File: src/hdl/smcr_pkg.sv
// smcr_pkg: shared types and constants for the switch matrix command router
// no dependencies
package smcr_pkg;

  localparam int LINE_DEPTH = 10;
  localparam int BUF_DEPTH  = LINE_DEPTH - 1;
  localparam int CNT_W      = $clog2(LINE_DEPTH);
  localparam int IDX_W      = $clog2(BUF_DEPTH);

  localparam logic [1:0] PORT_HOST = 2'd0;
  localparam logic [1:0] PORT_VERT = 2'd1;
  localparam logic [1:0] PORT_HORZ = 2'd2;
  localparam logic [1:0] PORT_NONE = 2'd3;

  localparam logic [7:0] CH_CR = 8'd13;
  localparam logic [7:0] CH_LF = 8'd10;

  // message codes, each an outgoing byte sequence
  typedef enum logic [3:0] {
    MSG_GR, MSG_CE1, MSG_CE2, MSG_RE1, MSG_RE2, MSG_FV, MSG_FH, MSG_LS, MSG_NONE
  } msg_t;

  typedef enum logic [2:0] {
    ST_IDLE, ST_DECODE, ST_EMIT, ST_FINAL
  } state_t;

  // controller -> datapath
  typedef struct packed {
    logic load;
    logic step;
  } dp_cmd_t;

  // datapath -> controller
  typedef struct packed {
    logic [4:0] total;
  } dp_stat_t;

endpackage

File: src/hdl/smcr_ctrl.sv
// smcr_ctrl: sequencer for one input word and its result words
// depends on smcr_pkg
module smcr_ctrl (
  input  logic                clk,
  input  logic                rst,
  input  logic                in_fire,
  input  logic                out_fire,
  input  smcr_pkg::dp_stat_t  stat,
  output smcr_pkg::dp_cmd_t   cmd,
  output logic                busy,
  output logic                out_valid,
  output logic                out_last
);

  smcr_pkg::state_t state, state_next;
  logic [4:0] idx, idx_next;

  always_ff @(posedge clk) begin
    if (rst) begin
      state <= smcr_pkg::ST_IDLE;
      idx   <= '0;
    end else begin
      state <= state_next;
      idx   <= idx_next;
    end
  end

  always_comb begin
    state_next = state;
    idx_next   = idx;
    cmd        = '0;
    busy       = 1'b1;
    out_valid  = 1'b0;
    out_last   = 1'b0;
    unique case (state)
      smcr_pkg::ST_IDLE: begin
        busy = 1'b0;
        if (in_fire) begin
          cmd.load   = 1'b1;
          state_next = smcr_pkg::ST_DECODE;
        end
      end
      smcr_pkg::ST_DECODE: begin
        idx_next   = '0;
        state_next = smcr_pkg::ST_EMIT;
      end
      smcr_pkg::ST_EMIT: begin
        out_valid = 1'b1;
        out_last  = (idx == stat.total - 5'd1);
        if (out_fire) begin
          cmd.step = 1'b1;
          idx_next = idx + 5'd1;
          if (out_last) state_next = smcr_pkg::ST_FINAL;
        end
      end
      smcr_pkg::ST_FINAL: begin
        state_next = smcr_pkg::ST_IDLE;
      end
      default: state_next = smcr_pkg::ST_IDLE;
    endcase
  end

  a_total_nonzero: assert property (@(posedge clk) disable iff (rst)
    state == smcr_pkg::ST_EMIT |-> stat.total != 5'd0) else $error("empty result run");
  a_idx_range: assert property (@(posedge clk) disable iff (rst)
    state == smcr_pkg::ST_EMIT |-> idx < stat.total) else $error("index past run");
  a_done_idle: assert property (@(posedge clk) disable iff (rst)
    state == smcr_pkg::ST_FINAL |=> state == smcr_pkg::ST_IDLE) else $error("no return");

endmodule

File: src/hdl/smcr_dp.sv
// smcr_dp: line buffer, command decode, result byte generation, state registers
// depends on smcr_pkg
module smcr_dp (
  input  logic               clk,
  input  logic               rst,
  input  smcr_pkg::dp_cmd_t  cmd,
  input  logic               in_op,
  input  logic [7:0]         in_rx,
  input  logic               in_lvl,
  output smcr_pkg::dp_stat_t stat,
  output logic [1:0]         port,
  output logic [7:0]         out_byte,
  output logic [3:0]         switch_states,
  output logic               tdm_on,
  output logic               tdm_transmit
);

  logic [7:0] chars [smcr_pkg::BUF_DEPTH];
  logic [smcr_pkg::CNT_W-1:0] char_count;
  logic [3:0] switch_bits;
  logic tdm_active, tdm_sender;

  // captured input word
  logic op_r;
  logic [7:0] rx_r;
  // decoded action
  logic [7:0] c [5];
  smcr_pkg::msg_t msg;
  logic has_cmd;   // line end with buffered chars
  logic [1:0] fwd; // link port for a forwarded command, host otherwise
  logic [4:0] ptr;

  // command length: first nul or count
  logic [smcr_pkg::CNT_W-1:0] len;
  always_comb begin
    len = char_count;
    for (int i = smcr_pkg::BUF_DEPTH - 1; i >= 0; i--)
      if (i < char_count && chars[i] == 8'd0) len = smcr_pkg::CNT_W'(i);
  end

  function automatic logic [7:0] pair(input logic [7:0] hi, input logic [7:0] lo);
    pair = 8'((hi << 3) + (hi << 1) + lo - 8'd16);
  endfunction

  logic [7:0] yv, xv, ym, xm;
  logic is5, w_rf, w_ts, w_tr, w_to;
  logic cmd_ok, is_fv, is_fh;
  assign is5  = (len == smcr_pkg::CNT_W'(5));
  assign w_rf = is5 && chars[0] == "R" && chars[1] == "F" && chars[2] == "F"
                && chars[3] == "F" && chars[4] == "F";
  assign w_ts = len == smcr_pkg::CNT_W'(4) && chars[0] == "T" && chars[1] == "D"
                && chars[2] == "M" && chars[3] == "S";
  assign w_tr = len == smcr_pkg::CNT_W'(4) && chars[0] == "T" && chars[1] == "D"
                && chars[2] == "M" && chars[3] == "R";
  assign w_to = len == smcr_pkg::CNT_W'(4) && chars[0] == "T" && chars[1] == "D"
                && chars[2] == "M" && chars[3] == "O";
  assign yv = pair(chars[1], chars[2]);
  assign xv = pair(chars[3], chars[4]);
  assign ym = yv - 8'd2;
  assign xm = xv - 8'd2;

  // well formed command with both coordinates in range, and where it goes
  assign cmd_ok = is5 && (chars[0] == "C" || chars[0] == "R")
                  && yv >= 8'd1 && yv <= 8'd99 && xv >= 8'd1 && xv <= 8'd99;
  assign is_fv  = cmd_ok && yv > 8'd2;
  assign is_fh  = cmd_ok && yv <= 8'd2 && xv > 8'd2;

  // two digit split of a value below 98, divide by ten via reciprocal multiply
  function automatic logic [15:0] digits(input logic [7:0] v);
    logic [18:0] p;
    logic [7:0] q;
    logic [7:0] t;
    p = 19'(v) * 19'd205;
    q = p[18:11];
    t = v - 8'((q << 3) + (q << 1));
    digits = {q + 8'd48, t + 8'd48};
  endfunction

  logic [15:0] ydig, xdig;
  assign ydig = digits(ym);
  assign xdig = digits(xm);

  always_ff @(posedge clk) begin
    if (rst) begin
      char_count   <= '0;
      switch_bits  <= '0;
      tdm_active   <= 1'b0;
      tdm_sender   <= 1'b0;
      ptr          <= '0;
      has_cmd      <= 1'b0;
      msg          <= smcr_pkg::MSG_NONE;
    end else begin
      if (cmd.load) begin
        op_r <= in_op; rx_r <= in_rx;
        ptr  <= '0;
        has_cmd <= 1'b0;
        msg  <= smcr_pkg::MSG_NONE;
        fwd  <= smcr_pkg::PORT_HOST;
        if (!in_op) begin
          if (in_rx == smcr_pkg::CH_CR || in_rx == smcr_pkg::CH_LF) begin
            if (char_count != '0) begin
              has_cmd <= 1'b1;
              char_count <= '0;
              // command copy, with the lowered coordinate rewritten
              c[0] <= chars[0];
              c[1] <= is_fv ? ydig[15:8] : chars[1];
              c[2] <= is_fv ? ydig[7:0]  : chars[2];
              c[3] <= is_fh ? xdig[15:8] : chars[3];
              c[4] <= is_fh ? xdig[7:0]  : chars[4];
              if (w_rf) begin
                msg <= smcr_pkg::MSG_GR; switch_bits <= '0;
              end else if (w_ts) begin
                tdm_active <= 1'b1; tdm_sender <= 1'b1;
              end else if (w_tr) begin
                tdm_active <= 1'b1; tdm_sender <= 1'b0;
              end else if (w_to) begin
                tdm_active <= 1'b0; tdm_sender <= 1'b0;
                switch_bits <= switch_bits & 4'hC;
              end else if (!is5) msg <= smcr_pkg::MSG_CE1;
              else if (chars[0] != "C" && chars[0] != "R") msg <= smcr_pkg::MSG_CE2;
              else if (yv < 8'd1 || yv > 8'd99) msg <= smcr_pkg::MSG_RE1;
              else if (xv < 8'd1 || xv > 8'd99) msg <= smcr_pkg::MSG_RE2;
              else if (yv > 8'd2) begin
                msg <= smcr_pkg::MSG_FV; fwd <= smcr_pkg::PORT_VERT;
              end else if (xv > 8'd2) begin
                msg <= smcr_pkg::MSG_FH; fwd <= smcr_pkg::PORT_HORZ;
              end else begin
                msg <= smcr_pkg::MSG_LS;
                if (chars[0] == "C")
                  switch_bits[{yv[0] ^ 1'b0 ? 1'b0 : 1'b1, xv[0] ? 1'b0 : 1'b1}]
                    <= 1'b1;
                else
                  switch_bits[{yv[0] ? 1'b0 : 1'b1, xv[0] ? 1'b0 : 1'b1}] <= 1'b0;
              end
            end
          end else if (char_count < smcr_pkg::CNT_W'(smcr_pkg::BUF_DEPTH)) begin
            chars[char_count[smcr_pkg::IDX_W-1:0]] <= in_rx;
            char_count <= char_count + 1'b1;
          end
        end else if (tdm_active && !tdm_sender) begin
          switch_bits <= {switch_bits[3:2], in_lvl, ~in_lvl};
        end
      end
      if (cmd.step) ptr <= ptr + 5'd1;
    end
  end

  // message text table: 3 or 4 chars, none for MSG_NONE
  logic [7:0] mt [4];
  logic [2:0] mlen;
  always_comb begin
    mt = '{8'd0, 8'd0, 8'd0, 8'd0};
    mlen = 3'd3;
    unique case (msg)
      smcr_pkg::MSG_GR:  mt = '{"G", "R", "#", 8'd0};
      smcr_pkg::MSG_CE1: begin mt = '{"C", "E", "!", "1"}; mlen = 3'd4; end
      smcr_pkg::MSG_CE2: begin mt = '{"C", "E", "!", "2"}; mlen = 3'd4; end
      smcr_pkg::MSG_RE1: begin mt = '{"R", "E", "!", "1"}; mlen = 3'd4; end
      smcr_pkg::MSG_RE2: begin mt = '{"R", "E", "!", "2"}; mlen = 3'd4; end
      smcr_pkg::MSG_FV:  mt = '{"F", "V", "#", 8'd0};
      smcr_pkg::MSG_FH:  mt = '{"F", "H", "#", 8'd0};
      smcr_pkg::MSG_LS:  mt = '{"L", "S", "#", 8'd0};
      default: mlen = 3'd0;
    endcase
  end

  // sequence: echo, crlf, -CMD crlf, [msg crlf], then body
  // body for GR: RFFFF cr vert, RFFFF cr horz; fwd: cmd crlf host, cmd cr link;
  // local: cmd crlf host; errors and TDM lines have no body; a clock word or plain byte is one word
  logic [4:0] hdr_end, msg_end;
  logic [4:0] k;
  always_comb begin
    hdr_end = 5'd9;
    msg_end = (msg == smcr_pkg::MSG_NONE) ? hdr_end : hdr_end + 5'(mlen) + 5'd2;
    if (op_r || !has_cmd) stat.total = 5'd1;
    else if (msg == smcr_pkg::MSG_GR) stat.total = msg_end + 5'd12;
    else if (msg == smcr_pkg::MSG_FV || msg == smcr_pkg::MSG_FH)
      stat.total = msg_end + 5'd13;
    else if (msg == smcr_pkg::MSG_LS) stat.total = msg_end + 5'd7;
    else stat.total = msg_end;

    port = smcr_pkg::PORT_HOST;
    out_byte = 8'd0;
    k = '0;
    if (op_r) port = smcr_pkg::PORT_NONE;
    else if (ptr == 5'd0) out_byte = rx_r;
    else if (ptr < hdr_end) begin
      case (ptr)
        5'd1, 5'd7: out_byte = smcr_pkg::CH_CR;
        5'd2, 5'd8: out_byte = smcr_pkg::CH_LF;
        5'd3: out_byte = "-";
        5'd4: out_byte = "C";
        5'd5: out_byte = "M";
        default: out_byte = "D";
      endcase
    end else if (ptr < msg_end) begin
      k = ptr - hdr_end;
      if (k < 5'(mlen)) out_byte = mt[k[1:0]];
      else out_byte = (k == 5'(mlen)) ? smcr_pkg::CH_CR : smcr_pkg::CH_LF;
    end else begin
      k = ptr - msg_end;
      if (msg == smcr_pkg::MSG_GR) begin
        port = (k < 5'd6) ? smcr_pkg::PORT_VERT : smcr_pkg::PORT_HORZ;
        if (k >= 5'd6) k = k - 5'd6;
        case (k)
          5'd0: out_byte = "R";
          5'd5: out_byte = smcr_pkg::CH_CR;
          default: out_byte = "F";
        endcase
      end else if (k < 5'd5) out_byte = c[k[2:0]];
      else if (k == 5'd5) out_byte = smcr_pkg::CH_CR;
      else if (k == 5'd6) out_byte = smcr_pkg::CH_LF;
      else begin
        port = fwd;
        out_byte = (k == 5'd12) ? smcr_pkg::CH_CR : c[3'(k - 5'd7)];
      end
    end
  end

  assign switch_states = switch_bits;
  assign tdm_on        = tdm_active;
  assign tdm_transmit  = tdm_sender;

endmodule

File: src/hdl/switch_matrix_command_router_unit.sv
// switch_matrix_command_router_unit: top level of the command router
// depends on smcr_pkg, smcr_ctrl, smcr_dp
//
// channel | dir | tdata (low bit up)                        | tuser | tlast
// s_axis  | in  | rx_byte[7:0], clock_level[8]              | op    | -
// m_axis  | out | out_byte, switch_states, tdm_on, tdm_tx   | port  | last
//
// one input word is loaded in idle, then runs decode, emit (1 to 27 result words) and final
// the output counter in the controller sets the pace, one word per cycle while m_axis is ready
// rst is synchronous: clears line count, switches and tdm mode
// a stall on m_axis holds the current result; s_axis is not ready until done
module switch_matrix_command_router_unit (
  input  logic        clk,
  input  logic        rst,
  input  logic        s_axis_tvalid,
  output logic        s_axis_tready,
  input  logic [15:0] s_axis_tdata,  // rx_byte[7:0], clock_level[8]
  input  logic        s_axis_tuser,  // op
  output logic        m_axis_tvalid,
  input  logic        m_axis_tready,
  output logic [15:0] m_axis_tdata,  // out_byte[7:0], switch_states[11:8],
                                     // tdm_on[12], tdm_transmit[13]
  output logic [1:0]  m_axis_tuser,  // port
  output logic        m_axis_tlast
);

  smcr_pkg::dp_cmd_t  cmd;
  smcr_pkg::dp_stat_t stat;
  logic busy, in_fire, out_fire;
  logic [7:0] ob;
  logic [3:0] sw;
  logic ton, ttx;

  assign s_axis_tready = !busy;
  assign in_fire  = s_axis_tvalid && s_axis_tready;
  assign out_fire = m_axis_tvalid && m_axis_tready;

  smcr_ctrl u_ctrl (
    .clk, .rst, .in_fire, .out_fire, .stat, .cmd, .busy,
    .out_valid(m_axis_tvalid), .out_last(m_axis_tlast)
  );

  smcr_dp u_dp (
    .clk, .rst, .cmd,
    .in_op(s_axis_tuser), .in_rx(s_axis_tdata[7:0]), .in_lvl(s_axis_tdata[8]),
    .stat,
    .port(m_axis_tuser), .out_byte(ob), .switch_states(sw),
    .tdm_on(ton), .tdm_transmit(ttx)
  );

  assign m_axis_tdata = {2'b00, ttx, ton, sw, ob};

endmodule

File: config.mk
export PLATFORM = sky130hd
export DESIGN_NAME = switch_matrix_command_router_unit
export DESIGN_NICKNAME = d
export VERILOG_FILES = /design/src/hdl/smcr_pkg.sv /design/src/hdl/smcr_ctrl.sv /design/src/hdl/smcr_dp.sv /design/src/hdl/switch_matrix_command_router_unit.sv
export SDC_FILE = /design/constraint.sdc
export NUM_CORES = 1
export LEC_CHECK = 0
export BUFFER_PORTS_ARGS = -buffer_cell sky130_fd_sc_hd__buf_2
export CAP_MARGIN = 40
export CORE_UTILIZATION = 55
export CTS_BUF_LIST = sky130_fd_sc_hd__clkbuf_4 sky130_fd_sc_hd__clkbuf_8
export CTS_CLUSTER_DIAMETER = 100
export DETAILED_ROUTE_END_ITERATION = 10
export MAX_ROUTING_LAYER = met4
export PLACE_DENSITY = 0.72
export SLEW_MARGIN = 5
export SYNTH_ARGS = -nofsm -noshare
export SYNTH_HDL_FRONTEND = slang
export SYNTH_SLANG_ARGS = --single-unit
File: constraint.sdc
create_clock -name clk -period 10.6 [get_ports clk]
set_clock_uncertainty 0.2 [all_clocks]
set_input_delay 2.12 -clock clk [delete_from_list [all_inputs] [get_ports clk]]
set_output_delay 2.12 -clock clk [all_outputs]
set_load 0.02 [all_outputs]
==> metrics.md, run 1 <==
| Metric | Value |
|---|---|
| Setup crit end kind | `flip-flop` |
| Root Driver | `clkbuf_8` |
| Number of unique standard cell types used by synthesis | `95` |
| Die W | `153.8 um` |
| P_sw | `945.0 uW` |
| Length of the first detailed-routing pass in iterations | `5` |
| TritonCTS clock tree | `built` |
| Die area | `0.02366 mm^2` |
| WHS Path Cells | `2` |
| Status | `finished, final reports clean` |
| Mean Syn Cell Area | `10.04 um^2` |
| Setup CP Type | `flip-flop to flip-flop` |
| Num CTS Buffers | `17` |
| Share of cells above drive strength 1 | `10.39%` |
| Clock transition at path regs | `0.11 ns` |
| CP max-delay cell | `xor2_1` |
| Post-synth EDFFs | `123` |
| Max Cap Viol | `0` |
| Clock Latency Late Sink | `0.46 ns` |
| Worst min path class | `flip-flop to flip-flop` |
| Max Clock Freq | `99.33 MHz` |
| Starting Density | `55.98%` |
| H-Tree Depth | `4` |
| Filler cell count | `1890` |
| Area Growth Syn to Fin | `6.367%` |
| Number of synthesized register bits | `150` |
| # port buffers | `32` |
| Post-DR wirelength/cell | `18.26 um` |
| Top-area cell type share of the netlist area | `29.14%` |
| Largest net degree at the start of global routing | `37` |
| Most frequent cells in the layout | `ha_1, inv_1, edfxtp_1` |
| Initial DRC count | `957` |
| Worst-case clock buffer depth | `2` |
| Final min period | `10.07 ns` |
| Wire length of the first global-routing pass | `46750 um` |
| Io pins | `42` |
| CP Launch Type | `flip-flop` |
| Setup Viol. Count Final | `0` |
| Post-Syn Area | `0.01267 mm^2` |
| Via count | `9432` |
| Largest area contributor in the netlist | `edfxtp_1` |
| Cell mode on critical path | `inv_1` |
| Post-CTS setup buffers | `0` |
| Main synth FF type | `edfxtp_1` |
| Post-DP HPWL | `22610 um` |
| Routed Antenna Nets | `0` |
| Hold buffer count at cts | `0` |
| Most common cell after layout, fill and taps aside | `ha_1` |
| Lkg Pwr | `0.005746 uW` |
| Cell count after synthesis | `1263` |
| Number of global-route vias before repair | `9198` |
| Final setup TNS | `0 ns` |
| Total GRT Usage | `26.15%` |
| GP Congestion | `0.9626` |
| Critical Path Max Stage Delay | `0.56 ns` |
| CP arrival | `10.06 ns` |
| VDD IR max | `0.2949 mV` |
| Post-CTS Resized | `0` |
| Placed cell area | `0.01305 mm^2` |
| Final #Nets | `1502` |
| Power share of the combinational group | `51.8%` |
| Final WL | `28770 um` |
| Core area | `0.02264 mm^2` |
| GRT overflow | `0` |
| Post-synth ARST share | `0%` |
| Final Max Slew Viols | `0` |
| Final Hold Fails | `0` |
| PwrDens | `172.6 mW/mm^2` |
| RSZ-0062 raised after global routing | `false` |
| Initial antenna violation count | `1` |
| Crit Path Max Fanout | `7` |
| Post-route DRC | `0` |
| Seq/Total Area, Yosys | `33.41%` |
| Clk pwr share | `19.6%` |
| Largest cells by area after synthesis | `edfxtp_1, ha_1, fa_1` |
| Critical path required time | `10.59 ns` |
| Die Y | `153.8 um` |
| Reg power frac | `28.7%` |
| Via density per instance | `5.985` |
| Final Cell Area | `0.01348 mm^2` |
| Internal power | `1382 uW` |
| Final worst-path cycle share | `94.98%` |
| Slew @ Worst Pin | `0.8756 ns` |
| # clock sinks | `150` |
| Switching share of power | `40.60%` |
| Slew HR | `41.18%` |
| # rows | `55` |
| R2R cell count | `36` |
| Synth Warn # | `0` |
## final timing paths
path | startpoint | to | slack [ns]
worst min register to register | u_dp.switch_states[0] | u_dp.switch_states[0] | 0.28
worst max-delay path | u_dp.chars[3][0] | u_dp.c[4][7] | 0.53
worst max register to register | u_dp.chars[3][0] | u_dp.c[4][7] | 0.53
worst min-delay path | u_dp.switch_states[0] | u_dp.switch_states[0] | 0.28
## power groups by stage
stage | combinational, uW | sequential (uW) | clock [uW]
finish | 1200 | 667 | 456
CTS | 1220 | 666 | 458
floorplan | 959 | 670 | 0
global placement | 1160 | 679 | 0
detailed placement | 1210 | 680 | 0
global route | 1380 | 670 | 482
## logic make-up after synthesis
kind of cell / Yosys count / synth area share [%]
buffers and inverters: 210 / 6.624
XOR/XNOR: 76 / 5.706
other: 1 / 0.02959
AO/OA/AOI/OAI: 227 / 12.18
multiplexers: 49 / 5.735
AND/OR/NAND/NOR: 345 / 13.91
adder cells (fa/ha/maj): 205 / 22.41
flip-flops: 150 / 33.41
## state kept, by name (all words and copies together), names as in the netlist
register            cells
u_dp.msg                4
u_dp.has_cmd            1
u_dp.switch_states      4
u_dp.tdm_transmit       1
u_dp.ptr                5
u_dp.c                 40
u_dp.char_count         4
u_ctrl.idx              5
u_dp.chars             72
u_dp.rx_r               8
u_dp.tdm_on             1
u_ctrl.state            2
u_dp.fwd                2
u_dp.op_r               1
## synth_stat cells (13+ instances only)
| cell | number |
|---|---|
| dfxtp_1 | 27 |
| mux4_2 | 16 |
| fa_1 | 37 |
| nor3_1 | 36 |
| a21oi_1 | 49 |
| nand2b_1 | 18 |
| xnor2_1 | 36 |
| mux2i_1 | 16 |
| nand2_1 | 72 |
| nand4_1 | 13 |
| mux2_2 | 13 |
| xor2_1 | 34 |
| ha_1 | 167 |
| nor2_1 | 90 |
| nor4_1 | 15 |
| o21ai_0 | 49 |
| edfxtp_1 | 123 |
| clkbuf_1 | 29 |
| nand3_1 | 21 |
| inv_1 | 164 |
| a21o_1 | 20 |
| and2_1 | 14 |
## critical path: cells and delay by family (launching register included)
| kind | cells | cell delay [ns] |
|---|---|---|
| adder cells (fa/ha/maj) | 12 | 4.57 |
| buffers and inverters | 8 | 0.53 |
| XOR/XNOR | 7 | 1.92 |
| AO/OA/AOI/OAI | 6 | 1.31 |
| AND/OR/NAND/NOR | 3 | 0.71 |
| flip-flops | 1 | 0.54 |
## final cells by class
class	count	area (um^2)	area share (%)
clock buffers	17	234.0	1.735
multi-input cells	904	7612	56.46
inverters	164	615.6	4.566
flip-flops and latches	150	4234	31.41
clock inverters	15	196.4	1.457
diodes	1	2.502	0.01856
well taps	285	356.6	2.645
repair buffers	40	230.2	1.708
## through the flow
stage,hold WS (ns),power [uW],instances,setup WS [ns],util [%]
finish,0.2814,2328,1576,0.5326,59.55
global route,0.3138,2533,1576,0.03246,59.55
CTS,0.2871,2342,1575,0.5235,59.54
detailed placement,0.2728,1891,1543,0.5785,57.63
global placement,0.2530,1844,1541,0.6950,57.52
floorplan,0.2418,1629,1264,1.607,-
## layer usage
metal | track usage (%) | vias to the layer above | wire, um
met3 | 3.523 | 45 | 1848
met5 | - | - | 0
met2 | 41.04 | 346 | 13320
met4 | 7.714 | 0 | 593
met1 | 35.40 | 4516 | 13020
li1 | - | 4525 | -
Power figures use the tool's default switching activity.
==> inputs of run 2 (changes only) <==
==> constraint.sdc (replaced) <==
create_clock -name clk -period 11.7 [get_ports clk]
set_clock_uncertainty 0.2 [all_clocks]
set_input_delay 2.34 -clock clk [delete_from_list [all_inputs] [get_ports clk]]
set_output_delay 2.34 -clock clk [all_outputs]
set_load 0.02 [all_outputs]
==> run 2 against run 1 <==
Net effect: cell area fell by 0.47%; first-iteration DRC count fell by 11%; critical path depth did not move; fmax fell by 1.5%; clock power fell by 18%; flip-flop and latch count did not move; global-route usage rose by 0.48 points; largest cell class unchanged; largest power group unchanged; core utilization fell by 0.28 points.
==> metrics.md, run 2 (synthesized netlist as in run 1, its figures left out) <==
| Metric | Value |
|---|---|
| Clk pwr share | `18.0% (-1.6 points)` |
| Slew HR | `45.91% (+4.7 points)` |
| Final setup TNS | `0 ns (unchanged)` |
| Reg power frac | `29.0% (+0.3 points)` |
| Clock transition at path regs | `0.09 ns (-0.02 ns)` |
| Critical Path Max Stage Delay | `0.57 ns (about the same)` |
| Number of flip-flops in the largest register | `72 (unchanged)` |
| Root Driver | `clkbuf_8` |
| Final WL | `29300 um (+1.8%)` |
| Placed cells | `1543 (unchanged)` |
| Ant diodes | `0 (-1)` |
| Placed cell area | `0.01305 mm^2 (unchanged)` |
| TritonCTS clock tree | `built` |
| Routed Antenna Nets | `0 (unchanged)` |
| Setup Viol. Count Final | `0 (unchanged)` |
| PwrDens | `155.4 mW/mm^2 (-10%)` |
| Worst min path class | `flip-flop to flip-flop` |
| Max Cap Viol | `0 (unchanged)` |
| Post-CTS setup buffers | `0 (unchanged)` |
| Final Cell Area | `0.01342 mm^2 (-0.47%)` |
| Share of cells above drive strength 1 | `10.32% (-0.070 points)` |
| Total GRT Usage | `26.63% (+0.48 points)` |
| Final min period | `10.22 ns (+0.1485 ns)` |
| Cell mode on critical path | `inv_1` |
| Length of the first detailed-routing pass in iterations | `6 (+1)` |
| Internal power | `1239 uW (-10%)` |
| Num CTS Buffers | `17 (unchanged)` |
| Post-Place Worst Slack | `1.622 ns (+1.043 ns)` |
| CP Launch Type | `flip-flop` |
| CP max-delay cell | `xor2_1` |
| Most common cell after layout, fill and taps aside | `ha_1` |
| Post-Layout Cell Count | `1574 (-0.13%)` |
| Die W | `153.8 um (unchanged)` |
| Post-CTS Resized | `0 (unchanged)` |
| Switching share of power | `40.61% (about the same)` |
| Post-route DRC | `0 (unchanged)` |
| Hold buffer count at cts | `0 (unchanged)` |
| Area Growth Syn to Fin | `5.864%` |
| CP arrival | `10.20 ns (+0.14 ns)` |
| Hold slack | `0.2763 ns (-0.005055 ns)` |
| Via density per instance | `6.022 (+0.63%)` |
| Worst-case clock buffer depth | `2 (unchanged)` |
| Post-DR wirelength/cell | `18.61 um (+1.9%)` |
| Setup crit end kind | `flip-flop` |
| Critical path required time | `11.69 ns (+1.10 ns)` |
| Most frequent cells in the layout | `ha_1, inv_1, edfxtp_1` |
| Lkg Pwr | `0.005714 uW (-0.55%)` |
| H-Tree Depth | `4 (unchanged)` |
| Status | `finished, final reports clean` |
| # rows | `55 (unchanged)` |
| Core area | `0.02264 mm^2 (unchanged)` |
| Crit Path Max Fanout | `7 (unchanged)` |
| RSZ-0062 raised after global routing | `false` |
| Die area | `0.02366 mm^2 (unchanged)` |
| Post-DP HPWL | `22760 um (+0.65%)` |
| GRT overflow | `0 (unchanged)` |
| Clock Latency Late Sink | `0.46 ns (about the same)` |
| Initial DRC count | `849 (-11%)` |
| Max Clock Freq | `97.89 MHz (-1.5%)` |
| Number of global-route vias before repair | `9319 (+1.3%)` |
| VDD IR max | `0.2342 mV (-21%)` |
| # clock sinks | `150 (unchanged)` |
| Setup CP Type | `flip-flop to flip-flop` |
| Largest net degree at the start of global routing | `37 (unchanged)` |
| Io pins | `42 (unchanged)` |
| # port buffers | `32 (unchanged)` |
| Via count | `9479 (+0.50%)` |
| GP Congestion | `0.9467 (-1.7%)` |
| Final worst slack | `1.484 ns (+0.9515 ns)` |
| Slew @ Worst Pin | `0.7909 ns (-0.08473 ns)` |
| Filler cell count | `1883 (-0.37%)` |
| Initial antenna violation count | `0 (-1)` |
| Power share of the combinational group | `53.1% (+1.3 points)` |
| Final worst-path cycle share | `87.32% (-7.7 points)` |
| Starting Density | `55.98% (unchanged)` |
| Final Hold Fails | `0 (unchanged)` |
| Die Y | `153.8 um (unchanged)` |
| Final Max Slew Viols | `0 (unchanged)` |
| Wire length of the first global-routing pass | `47470 um (+1.6%)` |
| P_sw | `846.9 uW (-10%)` |
| Final #Nets | `1502 (unchanged)` |
-- run 2: cell count changes in the layout (fill, tap and decap cells not counted), sizes merged --
cell      previous run  this run
clkinvlp             0         2
diode                1         0
clkinv               7         4
-- run 2: path summary, 6_finish.rpt --
kind,start,endpoint,slack (ns),cells past startpoint
max,u_dp.chars[3][0],u_dp.c[4][7],1.48,36
max reg2reg,u_dp.chars[3][0],u_dp.c[4][7],1.48,36
min reg2reg,u_dp.chars[0][7],u_dp.c[0][7],0.28,0
min,u_dp.chars[0][7],u_dp.c[0][7],0.28,0
-- run 2: layout make-up --
class / instances / area [um^2] / share of cell area [%]
inverters: 164 / 615.6 / 4.588
clock buffers: 17 / 234.0 / 1.744
multi-input cells: 904 / 7612 / 56.73
clock inverters: 14 / 135.1 / 1.007
well taps: 285 / 356.6 / 2.658
flip-flops and latches: 150 / 4234 / 31.56
repair buffers: 40 / 230.2 / 1.716
-- run 2: power groups by stage --
stage | registers, uW | logic [uW] | clock network [uW]
finish | 604 | 1110 | 375
global route | 606 | 1260 | 402
CTS | 604 | 1120 | 378
detailed placement | 616 | 1110 | 0
global placement | 615 | 1060 | 0
floorplan | 607 | 868 | 0
-- run 2: critical path, delay by kind of cell (launching register included) --
family / cells / cell delay [ns]
buf+inv: 8 / 0.55
xor+xnor: 7 / 1.92
simple gates: 3 / 0.76
fa+ha+maj: 12 / 4.60
compound gates: 6 / 1.37
flops: 1 / 0.54
-- run 2: metrics by stage --
step                      total power, uW  util [%]
after floorplan                      1476         -
after global placement               1680     57.52
after detailed placement             1727     57.63
after CTS                            2103     59.27
after global routing                 2268     59.27
final                                2086     59.27
-- run 2: routing by layer --
metal  track usage (%)  vias up  wire (um)
li1                  -     4516          -
met4             8.095        0        796
met2             42.21      347      13420
met3             4.115       62       1884
met5                 -        -          0
met1             35.26     4554      13200
==> inputs of run 3 (changes only) <==
--- a/config.mk
+++ b/config.mk
@@ -16,4 +16,5 @@
 export SLEW_MARGIN = 5
 export SYNTH_ARGS = -nofsm -noshare
 export SYNTH_HDL_FRONTEND = slang
+export SYNTH_HIERARCHICAL = 1
 export SYNTH_SLANG_ARGS = --single-unit
==> run 3 against run 2 <==
Net effect: clock-buffer cell count stayed put; flip-flop and latch count stayed put; hold slack better by 0.036 ns; clock power is 12% higher; cell area hardly changed; critical path depth stayed put; synthesized area is 0.92% lower; first-iteration DRC count is 21% higher; critical path type unchanged; largest cell class unchanged; highest routed layer unchanged.
==> metrics.md, run 3 <==
| Metric | Value |
|---|---|
| Max Clock Freq | `96.43 MHz (-1.5%)` |
| Post-Layout Cell Count | `1554 (-1.3%)` |
| Number of unique standard cell types used by synthesis | `85 (-11%)` |
| Status | `finished, final reports clean` |
| VDD IR max | `0.1366 mV (-42%)` |
| Area Growth Syn to Fin | `6.874%` |
| Lkg Pwr | `0.005646 uW (-1.2%)` |
| Number of global-route vias before repair | `9109 (-2.3%)` |
| Final Hold Fails | `0 (unchanged)` |
| Wire length of the first global-routing pass | `47940 um (+0.99%)` |
| Mean Syn Cell Area | `10.17 um^2 (+1.3%)` |
| H-Tree Depth | `4 (unchanged)` |
| Post-route DRC | `0 (unchanged)` |
| CP max-delay cell | `or4_1` |
| CP Launch Type | `flip-flop` |
| Most numerous cell in the Yosys netlist | `inv_1` |
| Reg power frac | `29.6% (+0.6 points)` |
| Final Max Slew Viols | `0 (unchanged)` |
| Worst min path class | `flip-flop to flip-flop` |
| Crit path max-delay family | `adder cells` |
| Clock Latency Late Sink | `0.45 ns (about the same)` |
| Setup crit end kind | `flip-flop` |
| Length of the first detailed-routing pass in iterations | `5 (-1)` |
| Synth cell count leaders | `inv_1, ha_1, edfxtp_1, nor2_1, a21oi_1` |
| Routed Antenna Nets | `0 (unchanged)` |
| Hold buffer count at cts | `0 (unchanged)` |
| Post-Syn Area | `0.01256 mm^2 (-0.92%)` |
| Max Cap Viol | `0 (unchanged)` |
| Final WL | `29370 um (+0.25%)` |
| Largest area contributor in the netlist | `edfxtp_1` |
| Post-DR wirelength/cell | `18.90 um (+1.5%)` |
| Post-CTS setup buffers | `0 (unchanged)` |
| P_sw | `796.3 uW (-6.0%)` |
| Main synth FF type | `edfxtp_1` |
| Die W | `153.1 um (-0.46%)` |
| Via density per instance | `6.057 (+0.57%)` |
| Number of flip-flops in the largest register | `72 (unchanged)` |
| Top-area cell type share of the netlist area | `29.41% (+0.27 points)` |
| Critical path required time | `11.71 ns (+0.02 ns)` |
| PwrDens | `153.0 mW/mm^2 (-1.6%)` |
| Internal power | `1257 uW (+1.4%)` |
| # rows | `54 (-1.8%)` |
| # clock sinks | `150 (unchanged)` |
| Final min period | `10.37 ns (+0.1546 ns)` |
| Initial DRC count | `1031 (+21%)` |
| Largest cells by area after synthesis | `edfxtp_1, ha_1, fa_1` |
| Final #Nets | `1486 (-1.1%)` |
| Worst-case clock buffer depth | `2 (unchanged)` |
| Setup CP Type | `flip-flop to flip-flop` |
| Final worst-path cycle share | `88.64% (+1.3 points)` |
| Ant diodes | `0 (unchanged)` |
| Core area | `0.02209 mm^2 (-2.4%)` |
| # port buffers | `32 (unchanged)` |
| Root Driver | `clkbuf_8` |
| Post-synth ARST share | `0% (unchanged)` |
| Die Y | `153.1 um (-0.46%)` |
| Cell count after synthesis | `1235 (-2.2%)` |
| Critical Path Max Stage Delay | `0.58 ns (about the same)` |
| Synth Warn # | `6 (+6)` |
| Post-synth EDFFs | `123 (unchanged)` |
| Placed cells | `1522 (-1.4%)` |
| Share of cells above drive strength 1 | `9.890% (-0.43 points)` |
| Clock transition at path regs | `0.09 ns (about the same)` |
| GRT overflow | `0 (unchanged)` |
| Most common cell after layout, fill and taps aside | `inv_1` |
| Starting Density | `56.84% (+0.86 points)` |
| Bufs and invs on worst path | `8 (unchanged)` |
| Setup Viol. Count Final | `0 (unchanged)` |
| GP Congestion | `0.9555 (+0.93%)` |
| Post-CTS Resized | `0 (unchanged)` |
| Initial antenna violation count | `1 (+1)` |
| Largest net degree at the start of global routing | `31 (-16%)` |
| Seq/Total Area, Yosys | `33.72% (+0.31 points)` |
| Slew @ Worst Pin | `0.8477 ns (+0.05687 ns)` |
| Io pins | `42 (unchanged)` |
| Via count | `9412 (-0.71%)` |
| CP arrival | `10.38 ns (+0.18 ns)` |
| Final setup TNS | `0 ns (unchanged)` |
| Switching share of power | `38.79% (-1.8 points)` |
| Slew HR | `43.23% (-2.7 points)` |
| RSZ-0062 raised after global routing | `false` |
| Most frequent cells in the layout | `inv_1, ha_1, edfxtp_1` |
| Post-DP HPWL | `23210 um (+2.0%)` |
| Power share of the combinational group | `49.9% (-3.2 points)` |
| Clk pwr share | `20.4% (+2.4 points)` |
| TritonCTS clock tree | `built` |
| Cell mode on critical path | `inv_1` |
| Die area | `0.02344 mm^2 (-0.91%)` |
| Number of synthesized register bits | `150 (unchanged)` |
| Num CTS Buffers | `17 (unchanged)` |
| Total GRT Usage | `27.23% (+0.60 points)` |
| Crit Path Max Fanout | `5 (-2)` |
-- run 3: changes by cell type in the layout (fill, tap and decap cells not counted), sizes merged, moves of 5 or more --
cell    delta
o211ai     +7
a21boi     -6
inv        +9
a21o       -6
nand3      -5
o21ai     -15
o31ai      +5
a21oi      +8
mux2i     +10
nand2     -28
-- run 3: layer usage --
layer  up-vias  wire [um]  share of wire (%)  global-route usage (%)
met5         -          0                  0                       -
met3        31       1929                6.6                   3.941
li1       4523          -                  -                       -
met2       336      13920                 47                   42.77
met1      4522      13010                 44                   36.88
met4         0        518                1.8                   7.359
-- run 3: worst reg2reg max path: cells and delay by family, from the launching register on --
kind	cells	cell delay, ns
AO/OA/AOI/OAI	6	1.27
XOR/XNOR	6	1.72
adder cells (fa/ha/maj)	12	4.58
buffers and inverters	8	0.53
flip-flops	1	0.43
multiplexers	1	0.27
AND/OR/NAND/NOR	3	1.15
-- run 3: worst paths after layout --
check                                 startpoint               to  slack (ns)  cells past startpoint
worst max-delay path            u_dp/chars[2][3]     u_dp/c[2][7]        1.33                     36
worst min-delay path             u_ctrl/state[0]  u_ctrl/state[0]        0.31                      1
worst max register to register  u_dp/chars[2][3]     u_dp/c[2][7]        1.33                     36
worst min register to register   u_ctrl/state[0]  u_ctrl/state[0]        0.31                      1
-- run 3: stage by stage --
step                area, um^2  util, %  power (uW)  hold slack [ns]  worst slack (ns)
floorplan                12560        -        1417           0.2628             2.558
detailed placement       13000    58.83        1648           0.2961             1.323
global route             13420    60.75        2230           0.3392            0.6379
global placement         12970    58.69        1623           0.2820             1.498
finish                   13420    60.75        2053           0.3119             1.329
CTS                      13420    60.75        2072           0.3169             1.296
-- run 3: cell families (layout without fill, tap and decap cells) --
logic type	count (synthesis)	count (layout)	synth area share, %
buffers and inverters	208	246	6.456
and+or+nand+nor	315	315	13.18
AOI/OAI and AO/OA	224	224	12.22
adders and majority gates	205	205	22.62
DFF	150	150	33.72
xor gates and xnor gates	73	73	5.310
muxes	59	59	6.466
other	1	2	0.02986
-- run 3: power by group through the flow --
stage,combinational (uW),sequential (uW),clock (uW)
after floorplan,805,612,0
after global placement,1000,620,0
after detailed placement,1030,620,0
after CTS,1040,608,428
after global routing,1170,610,448
final,1030,609,419
-- run 3: cell type report --
class	count	area, um^2
Timing Repair Buffer	40	236.5
Fill cell	1821	8672
Multi-Input combinational cell	878	7525
Clock buffer	17	234.0
Tap cell	280	350.3
Inverter	174	653.1
Sequential cell	150	4234
Clock inverter	15	188.9
